[src/huffman_code_table_decoder_unit_defines.svh]
// Assertion macros for the prefix-code decoder.
// Every macro samples on clock; the gated forms are muted while reset is high.
`ifndef HUFFMAN_CODE_TABLE_DECODER_UNIT_DEFINES_SVH
`define HUFFMAN_CODE_TABLE_DECODER_UNIT_DEFINES_SVH

// Same-cycle implication, muted in reset.
`define HCTD_ASSERT_NOW(label, ante, cons, msg) \
   label: assert property (@(posedge clock) disable iff (reset) (ante) |-> (cons)) \
      else $error(msg);

// Next-cycle implication, muted in reset.
`define HCTD_ASSERT_NEXT(label, ante, cons, msg) \
   label: assert property (@(posedge clock) disable iff (reset) (ante) |=> (cons)) \
      else $error(msg);

// Next-cycle implication, checked through reset as well.
`define HCTD_ASSERT_ALWAYS_NEXT(label, ante, cons, msg) \
   label: assert property (@(posedge clock) (ante) |=> (cons)) \
      else $error(msg);

`endif

[src/hctd_pkg.sv]
// ----------------------------------------------------------------------------
// hctd_pkg
// Shared constants and transaction types of the prefix-code decoder.
// ----------------------------------------------------------------------------
`default_nettype none

package hctd_pkg;

   localparam int TABLE_ENTRIES = 256;
   localparam int MAX_CODE_LEN  = 32;
   localparam int IDX_W         = $clog2(TABLE_ENTRIES);
   localparam int LEN_W         = 6;
   localparam int CODE_W        = 32;
   localparam int SYM_W         = 8;
   localparam int BYTE_W        = 8;
   localparam int CNT_W         = 32;
   // running length stops at this many bits
   localparam int LEN_LIMIT     = (MAX_CODE_LEN > 63) ? 63 : MAX_CODE_LEN;

   localparam logic OP_LOAD = 1'b0;
   localparam logic OP_DATA = 1'b1;

   typedef struct packed {
      logic              op;
      logic [7:0]        index;
      logic [SYM_W-1:0]  symbol;
      logic [LEN_W-1:0]  length;
      logic [CODE_W-1:0] code;
      logic [BYTE_W-1:0] data;
   } item_type;

   typedef struct packed {
      logic [SYM_W-1:0] symbol;
      logic             code_error;
      logic             last;
   } result_type;

endpackage

`default_nettype wire

[src/hctd_front.sv]
// ----------------------------------------------------------------------------
// hctd_front
// Input side: takes request transactions into a two-entry queue and drops
// table loads that fall outside the table.
// ----------------------------------------------------------------------------
`default_nettype none

module hctd_front (
   input  wire logic              clock,
   input  wire logic              reset,
   input  wire logic              push,
   output      logic              full,
   input  wire hctd_pkg::item_type item_in,
   output      logic              item_valid,
   output      hctd_pkg::item_type item_out,
   input  wire logic              item_take
);

   hctd_pkg::item_type q_ff [2];
   logic       wr_ptr_ff, wr_ptr_in;
   logic       rd_ptr_ff, rd_ptr_in;
   logic [1:0] count_ff, count_in;
   logic       do_push, do_pop, do_store;

   assign full       = (count_ff == 2'd2);
   assign item_valid = (count_ff != 2'd0);
   assign item_out   = q_ff[rd_ptr_ff];
   assign do_push    = push && !full;
   assign do_pop     = item_take && item_valid;

   // accept loads aimed past the end of the table but drop them here
   assign do_store   = do_push &&
                       !(item_in.op == hctd_pkg::OP_LOAD &&
                         {1'b0, item_in.index} >= 9'(hctd_pkg::TABLE_ENTRIES));

   always_comb begin
      wr_ptr_in = wr_ptr_ff ^ do_store;
      rd_ptr_in = rd_ptr_ff ^ do_pop;
      count_in  = count_ff + {1'b0, do_store} - {1'b0, do_pop};
   end

   always_ff @(posedge clock) begin
      if (reset) begin
         wr_ptr_ff <= 1'b0;
         rd_ptr_ff <= 1'b0;
         count_ff  <= 2'd0;
      end else begin
         wr_ptr_ff <= wr_ptr_in;
         rd_ptr_ff <= rd_ptr_in;
         count_ff  <= count_in;
      end
   end

   always_ff @(posedge clock) begin
      if (do_store) begin
         q_ff[wr_ptr_ff] <= item_in;
      end
   end

endmodule

`default_nettype wire

[config.mk]
export PLATFORM = sky130hd
export DESIGN_NAME = hctd_front
export DESIGN_NICKNAME = d
export VERILOG_FILES = /design/src/huffman_code_table_decoder_unit_defines.svh /design/src/hctd_pkg.sv /design/src/hctd_front.sv
export SDC_FILE = /design/constraint.sdc
export NUM_CORES = 1
export LEC_CHECK = 0
export ABC_CLOCK_PERIOD_IN_PS = 2750
export BUFFER_PORTS_ARGS = -buffer_cell sky130_fd_sc_hd__buf_2
export CAP_MARGIN = 10
export CORE_MARGIN = 3
export CORE_UTILIZATION = 35
export DETAILED_ROUTE_END_ITERATION = 10
export PLACE_DENSITY = 0.61
export RECOVER_POWER = 25
export SETUP_SLACK_MARGIN = 0.05
export SLEW_MARGIN = 20
export SYNTH_ARGS = -nofsm -noshare
export SYNTH_HDL_FRONTEND = slang
export SYNTH_SLANG_ARGS = --single-unit
[constraint.sdc]
create_clock -name clock -period 2.75 [get_ports clock]
set_clock_uncertainty 0.1 [all_clocks]
set_input_delay 0.4125 -clock clock [delete_from_list [all_inputs] [get_ports clock]]
set_output_delay 0.4125 -clock clock [all_outputs]
set_load 0.1 [all_outputs]
==> After elaboration in Yosys (flattened, before gate mapping) <==
Memories as Yosys holds them, arrays and structs flattened. A register that Yosys moved wholly into a read port is not among the register bits.
Index checks and enable logic that the tools add are counted.
{ "totals": {"out_inout_bits": 65, "mem_count": 1, "register_bits": 4, "input_bits": 67, "elab_cells": 16, "mem_bits_rw": 126} }
{ "memory_table": {"columns": ["memory", "depth", "word_bits", "rd", "rd_clocked_by_memory_dff", "write_ports", "line_no", "text"], "rows": [
  ["q_ff", 2, 63, 1, 1, 1, "hctd_front.sv:19", "hctd_pkg::item_type q_ff [2];"]
]} }
{ "op_classes": {"bitwise_logic": 2, "eq_ne": 1, "mux": 3, "addsub": 2, "reduce_logical": 4} }
{ "op_table": {"columns": ["op", "count"], "rows": [
  ["two-way mux 1 bit", 3],
  ["adder 2 x 1 -> 2 bit", 1],
  ["== test 2 bit, second input constant", 1],
  ["logical AND 1 bit", 2],
  ["nonzero test 2 bit", 1],
  ["subtractor 2 x 1 -> 2 bit", 1],
  ["XOR 1 bit", 2],
  ["zero test 1 bit", 1]
]} }

==> Depth between registers and ports, before layout <==
Gate-level depths: netlist of run 1.
{ "logic_depth": {"word_depth": 5, "ltp_mapped": 7, "ltp_nobuf": 7} }

==> Worst setup path after synthesis of run 1 <==
No wires, ideal clock.
{ "synth_timing": {"path_kind": "register -> register", "startpoint": "register count_ff[0]", "endpoint": "memory q_ff[1][0] in the netlist's numbering (enable)", "t_arrival_ps": 2151, "required_time_ps": 2222, "period_less_slack_ps": 2679, "setup_ps": 428, "path_stages_with_launch": 4, "n_path_buf": 0, "slack_ps": 71, "path_cell_list": "dfxtp_1 nand2b_1 and2_1 ha_1"} }
{ "synth_between": {"elab_chain_len": 5} }
{ "synth_lines": {"columns": ["item", "line_no", "text"], "rows": [
  ["from (decl)", "hctd_front.sv:22", "logic [1:0] count_ff, count_in;"],
  ["from (signal assigned)", "hctd_front.sv:50", "count_ff <= count_in;"],
  ["== test 2 bit", "hctd_front.sv:25", "assign full = (count_ff == 2'd2);"],
  ["zero test 1 bit", "hctd_front.sv:28", "assign do_push = push && !full;"],
  ["logical AND 1 bit", "hctd_front.sv:28", null],
  ["two-way mux 1 bit", "hctd_front.sv:55", "if (do_store) begin"],
  ["two-way mux 1 bit (not written as such)", "hctd_front.sv:56", "q_ff[wr_ptr_ff] <= item_in;"],
  ["to (decl)", "hctd_front.sv:19", null]
]} }
Every way passes these cells.

==> impl_metrics.csv, run 1 <==
group,metric,value,unit
cells_and_area,antenna_cells,0,
critical_path,cp_data_arrival_time,1.85,ns
critical_path,path_buf_inv,2,
critical_path,r2r_start,"count_ff[0]",
run_status,outcome,"finished clean",
cells_and_area,layout_commonest_cell,"edfxtp_1",
cells_and_area,area_growth,30.11,%
critical_path,cp.required,2.24,ns
clock_network,cts.clk_slew.worst_paths,0.05,ns
route,wl,8365,um
sta,hold_viol_final,0,
logic_synthesis,synth_nets,290,
global_routing,grt_use_total,11.75,%
logic_synthesis,yosysSeqAreaShare,80.58,%
clock_network,clock_path_buffers,2,
clock_network,cts_max_level,4,
critical_path,slowest_delay,0.41,ns
clock_network,clock-sinks,130,
critical_path,cp_top_family,"buffers and inverters",
logic_synthesis,synth_cell_types,15,
place,post-place-ws,0.7691,ns
global_routing,grt_pass1_vias,2646,
global_routing,grt_antenna_before_repair,0,
sta,setup_slack,0.3882,ns
clock_network,cts-root-buf,"clkbuf_16",
floorplan,die_w,123.0,um
route,drc,0,
floorplan,rows,42,
logic_synthesis,syn_inst,219,
min_path,hp-class,"in2reg",
floorplan,die_h,123.0,um
flow_run,cap_viol_max_count,0,
critical_path,cp-end-kind,"output port",
cells_and_area,fin_nets,439,
sta,fin_tns_setup,0,ns
critical_path,startpoint,"rd_ptr_ff",
route,via_per_inst,4.445,
route,drtPass1Iterations,4,
floorplan,core_area,0.01330,mm2
sta,fmax,423.4,MHz
sta,relSlewSlack,66.73,%
clock_network,cts-resized-gates,0,
place,port_buffers,131,
route,post_drt_wl_per_cell,15.02,um
cells_and_area,final_cell_mix,"edfxtp_1, buf_2, mux2_2, clkbuf_1, clkbuf_16",
logic_synthesis,yosys_warnings,0,
critical_path,crit_type,"reg2out",
clock_network,clock_latency,0.41,ns
floorplan,start_util,36.06,%
global_routing,grt_max_degree,38,
cells_and_area,drive_gt1_share,55.38,%
sta,worstMarginPinSlew,0.5025,ns
sta,setup_viol,0,
route,dr_total_vias,2476,
critical_path,crit_path_start_kind,"flip-flop",
critical_path,cpMaxStageDelayCell,"mux2_2",
sta,rsz0062_at_grt,"no",
sta,finalCritPeriodShare,85.89,%
floorplan,io_pins,132,
route,ant_nets,0,
floorplan,dieArea,0.01514,mm2
critical_path,critical_path_peak_fanout,35,
clock_network,cts_inserted_buffers,17,
clock_network,hold_buffers,0,
cells_and_area,finish.utilization,46.92,%
clock_network,post_cts_buffers,0,
min_path,holdCritStartpoint,"item_in[52]",
critical_path,path_cells,"buf_4 -> mux2_2 -> buf_2",
logic_synthesis,ys_ff_latch,130,
route,drt-initial-drc-count,110,
place,gp_congestion,0.7114,
global_routing,overflow,0,
clock_network,cts_tree,"done",
sta,slew_viol_final,0,
logic_synthesis,synth.avg_cell_area,21.89,um2
sta,min_period,2.362,ns
logic_synthesis,synth_area,0.004795,mm2
cells_and_area,nFillCells,1177,
global_routing,grt_first_pass_wirelength,12920,um
place,place_hpwl,5529,um
[synth_stat cells]
master | number | area, um2
o21a_1 | 1 | 7.510
ha_1 | 4 | 50.05
buf_6 | 6 | 67.56
nor2b_1 | 2 | 12.51
or2_2 | 1 | 6.260
mux2_2 | 64 | 720.7
edfxtp_1 | 126 | 3784
nand2b_1 | 1 | 6.260
nor2_1 | 3 | 11.26
xnor3_1 | 1 | 22.52
inv_1 | 3 | 11.26
buf_2 | 1 | 5.000
dfxtp_1 | 4 | 80.08
and2_1 | 1 | 6.260
nand2_1 | 1 | 3.750
[stage by stage]
step                      std cells  cell area (um2)  hold slack, ns
final                           557             6238         0.08840
after global routing            557             6238         0.05926
after CTS                       557             6264         0.06320
after detailed placement        525             5694          0.5042
after global placement          525             5694          0.5013
after floorplan                 219             4795          0.3792
[flip-flops by register name, summed over array words and instances, names as in the netlist]
name       cells
count_ff       2
q_ff         126
wr_ptr_ff      1
rd_ptr_ff      1
[logic make-up (layout without fill, tap and decap cells)]
group	after synthesis	count (layout)	synth area share, %
xor gates and xnor gates	1	1	0.4697
muxes	64	64	15.03
adders and majority gates	4	4	1.044
and+or+nand+nor	9	9	0.9657
buffers and inverters	10	172	1.748
AOI/OAI and AO/OA	1	1	0.1566
DFF	130	130	80.58
[layout make-up]
class | count | area, um2 | area share (%)
clock buffer | 26 | 489.2 | 7.842
multi-input combinational | 79 | 872.1 | 13.98
inverter | 3 | 11.26 | 0.1805
clock inverter | 6 | 80.08 | 1.284
timing repair buffer | 137 | 700.7 | 11.23
tap | 176 | 220.2 | 3.530
sequential | 130 | 3865 | 61.95
[routing by layer]
layer	track usage [%]	wire length, um	up-vias
met5	0	0	-
met4	6.021	153	0
met3	5.855	740	14
met2	19.61	4188	91
met1	12.22	3284	1207
li1	-	-	1164
[final timing paths]
kind | end | slack [ns] | cells past startpoint
worst min-delay path | q_ff[0][52] | 0.09 | 1
worst min register to register | wr_ptr_ff | 0.53 | 3
worst max-delay path | item_out[18] | 0.39 | 3
worst max register to register | q_ff[0][12] | 0.82 | 4
Power of run 1 is left out: the tool's default activity adds up to more than one toggle a clock period on the data nets, which glitch-free logic cannot reach.
==> inputs of run 2 (changes only) <==
--- a/config.mk
+++ b/config.mk
@@ -5,6 +5,7 @@
 export SDC_FILE = /design/constraint.sdc
 export NUM_CORES = 1
 export LEC_CHECK = 0
+export ABC_AREA = 1
 export ABC_CLOCK_PERIOD_IN_PS = 2750
 export BUFFER_PORTS_ARGS = -buffer_cell sky130_fd_sc_hd__buf_2
 export CAP_MARGIN = 10
==> impl_metrics.csv, run 2 <==
group,metric,value,unit
run_status,outcome,"finished clean",
floorplan,dieArea,0.01570,mm2
clock_network,clock_latency,0.40,ns
logic_synthesis,synth-edff-count,126,
global_routing,grt_antenna_before_repair,0,
logic_synthesis,synth_nets,302,
logic_synthesis,async_reset_ff_share,0,%
critical_path,crit_path_start_kind,"flip-flop",
min_path,hp-class,"in2reg",
route,via_per_inst,4.379,
place,dpl-instance-area,0.005897,mm2
sta,hold_viol_final,0,
clock_network,post_cts_buffers,0,
cells_and_area,drive_gt1_share,52.55,%
critical_path,cp-end-kind,"output port",
sta,finalCritPeriodShare,86.29,%
clock_network,clock_path_buffers,2,
sta,relSlewSlack,67.09,%
critical_path,critical_path_peak_fanout,29,
cells_and_area,top_regs,"q_ff (126), count_ff (2)",
logic_synthesis,synth_cell_types,13,
sta,rsz0062_at_grt,"no",
clock_network,cts-resized-gates,0,
route,ant_nets,0,
floorplan,core_area,0.01356,mm2
cells_and_area,nFillCells,1194,
place,gp_congestion,0.6814,
clock_network,cts_max_level,4,
logic_synthesis,synth_common_cells,"edfxtp_1, mux2_4, mux2_2",
logic_synthesis,yosys_warnings,0,
route,drc,0,
logic_synthesis,synth.avg_cell_area,21.57,um2
cells_and_area,antenna_cells,0,
logic_synthesis,yosys.area.top_type,"edfxtp_1",
logic_synthesis,ys_ff_latch,130,
global_routing,grt_use_total,11.57,%
sta,worstMarginPinSlew,0.4971,ns
floorplan,rows,42,
global_routing,overflow,0,
logic_synthesis,synth_area,0.004982,mm2
sta,slew_viol_final,0,
clock_network,cts.clk_slew.worst_paths,0.05,ns
route,drt-initial-drc-count,109,
global_routing,grt_first_pass_wirelength,13790,um
cells_and_area,final_area,0.006382,mm2
place,place_hpwl,5819,um
logic_synthesis,synth_top_area_share,75.94,%
critical_path,crit_type,"reg2out",
floorplan,io_pins,132,
route,dr_total_vias,2487,
route,post_drt_wl_per_cell,15.42,um
sta,whs,0.09865,ns
cells_and_area,layout_commonest_cell,"edfxtp_1",
min_path,hold_depth,1,
cells_and_area,fin_nets,451,
critical_path,cp_data_arrival_time,1.86,ns
cells_and_area,regMostFlops,"q_ff",
flow_run,cap_viol_max_count,0,
cells_and_area,finish.utilization,47.07,%
critical_path,cp.required,2.24,ns
floorplan,die_h,125.3,um
clock_network,clock-sinks,130,
logic_synthesis,synthTopCellsByArea,"edfxtp_1, mux2_4, mux2_2",
global_routing,grt_pass1_vias,2700,
clock_network,cts_tree,"done",
logic_synthesis,syn_inst,231,
clock_network,cts_inserted_buffers,17,
sta,fmax,421.4,MHz
cells_and_area,largest_reg_flops,126,
logic_synthesis,synth_most_common_cell,"edfxtp_1",
floorplan,die_w,125.3,um
clock_network,cts-root-buf,"clkbuf_16",
global_routing,grt_max_degree,37,
cells_and_area,area_growth,28.10,%
place,port_buffers,131,
route,wl,8760,um
sta,setup_viol,0,
cells_and_area,final_cell_mix,"edfxtp_1, buf_2, mux2_4, clkbuf_1, clkbuf_16",
sta,min_period,2.373,ns
logic_synthesis,synthFlopType,"edfxtp_1",
critical_path,reg2regPathDepth,5,
floorplan,start_util,36.75,%
route,drtPass1Iterations,4,
sta,fin_tns_setup,0,ns
clock_network,hold_buffers,0,
logic_synthesis,yosysSeqAreaShare,77.55,%
-- run 2: layout make-up --
| class | instances | area, um2 | area share [%] |
|---|---|---|---|
| Multi-Input combinational cell | 84 | 1033 | 16.19 |
| Timing Repair Buffer | 137 | 713.2 | 11.17 |
| Clock buffer | 22 | 444.2 | 6.959 |
| Sequential cell | 130 | 3867 | 60.60 |
| Tap cell | 176 | 220.2 | 3.450 |
| Inverter | 10 | 37.54 | 0.5881 |
| Clock inverter | 9 | 66.31 | 1.039 |
-- run 2: stage by stage --
| stage | instances | worst slack [ns] |
|---|---|---|
| 2_1_floorplan | 231 | 0.1012 |
| 3_3_place_gp | 537 | 0.8014 |
| 3_5_place_dp | 537 | 0.7719 |
| 4_1_cts | 568 | 0.3282 |
| 5_1_grt | 568 | 0.2842 |
| 6_report | 568 | 0.3771 |
-- run 2: logic make-up (layout without fill, tap and decap cells) --
logic type / after synthesis / count (layout) / share of synthesized area, %
AOI/OAI and AO/OA: 2 / 2 / 0.2007
adders and majority gates: 4 / 4 / 1.005
buffers and inverters: 17 / 178 / 2.210
DFF: 130 / 130 / 77.55
muxes: 63 / 63 / 17.86
and+or+nand+nor: 15 / 15 / 1.180
-- run 2: worst max-delay path, stage by stage (launching register included) --
cell	delay (ns)
dfxtp_4	0.35
buf_4	0.41
mux2_2	0.40
buf_2	0.29
-- run 2: worst paths after layout --
path                 endpoint        start  slack [ns]
hold reg to reg     wr_ptr_ff    wr_ptr_ff        0.53
hold / removal     q_ff[1][5]   item_in[5]         0.1
setup / recovery  item_out[2]    rd_ptr_ff        0.38
setup reg to reg  q_ff[0][47]  count_ff[1]        0.93
-- run 2: routing by layer --
metal  routed length [um]  share of wire [%]  GRT usage, %  up-vias
met2                 4187                 48         18.41      100
met3                  649                7.4         4.606       14
met1                 3774                 43         13.93     1181
met5                    0                  0             0        -
li1                     -                  -             -     1192
met4                  148                1.7         5.230        0
Power of run 2 is left out for the same reason.
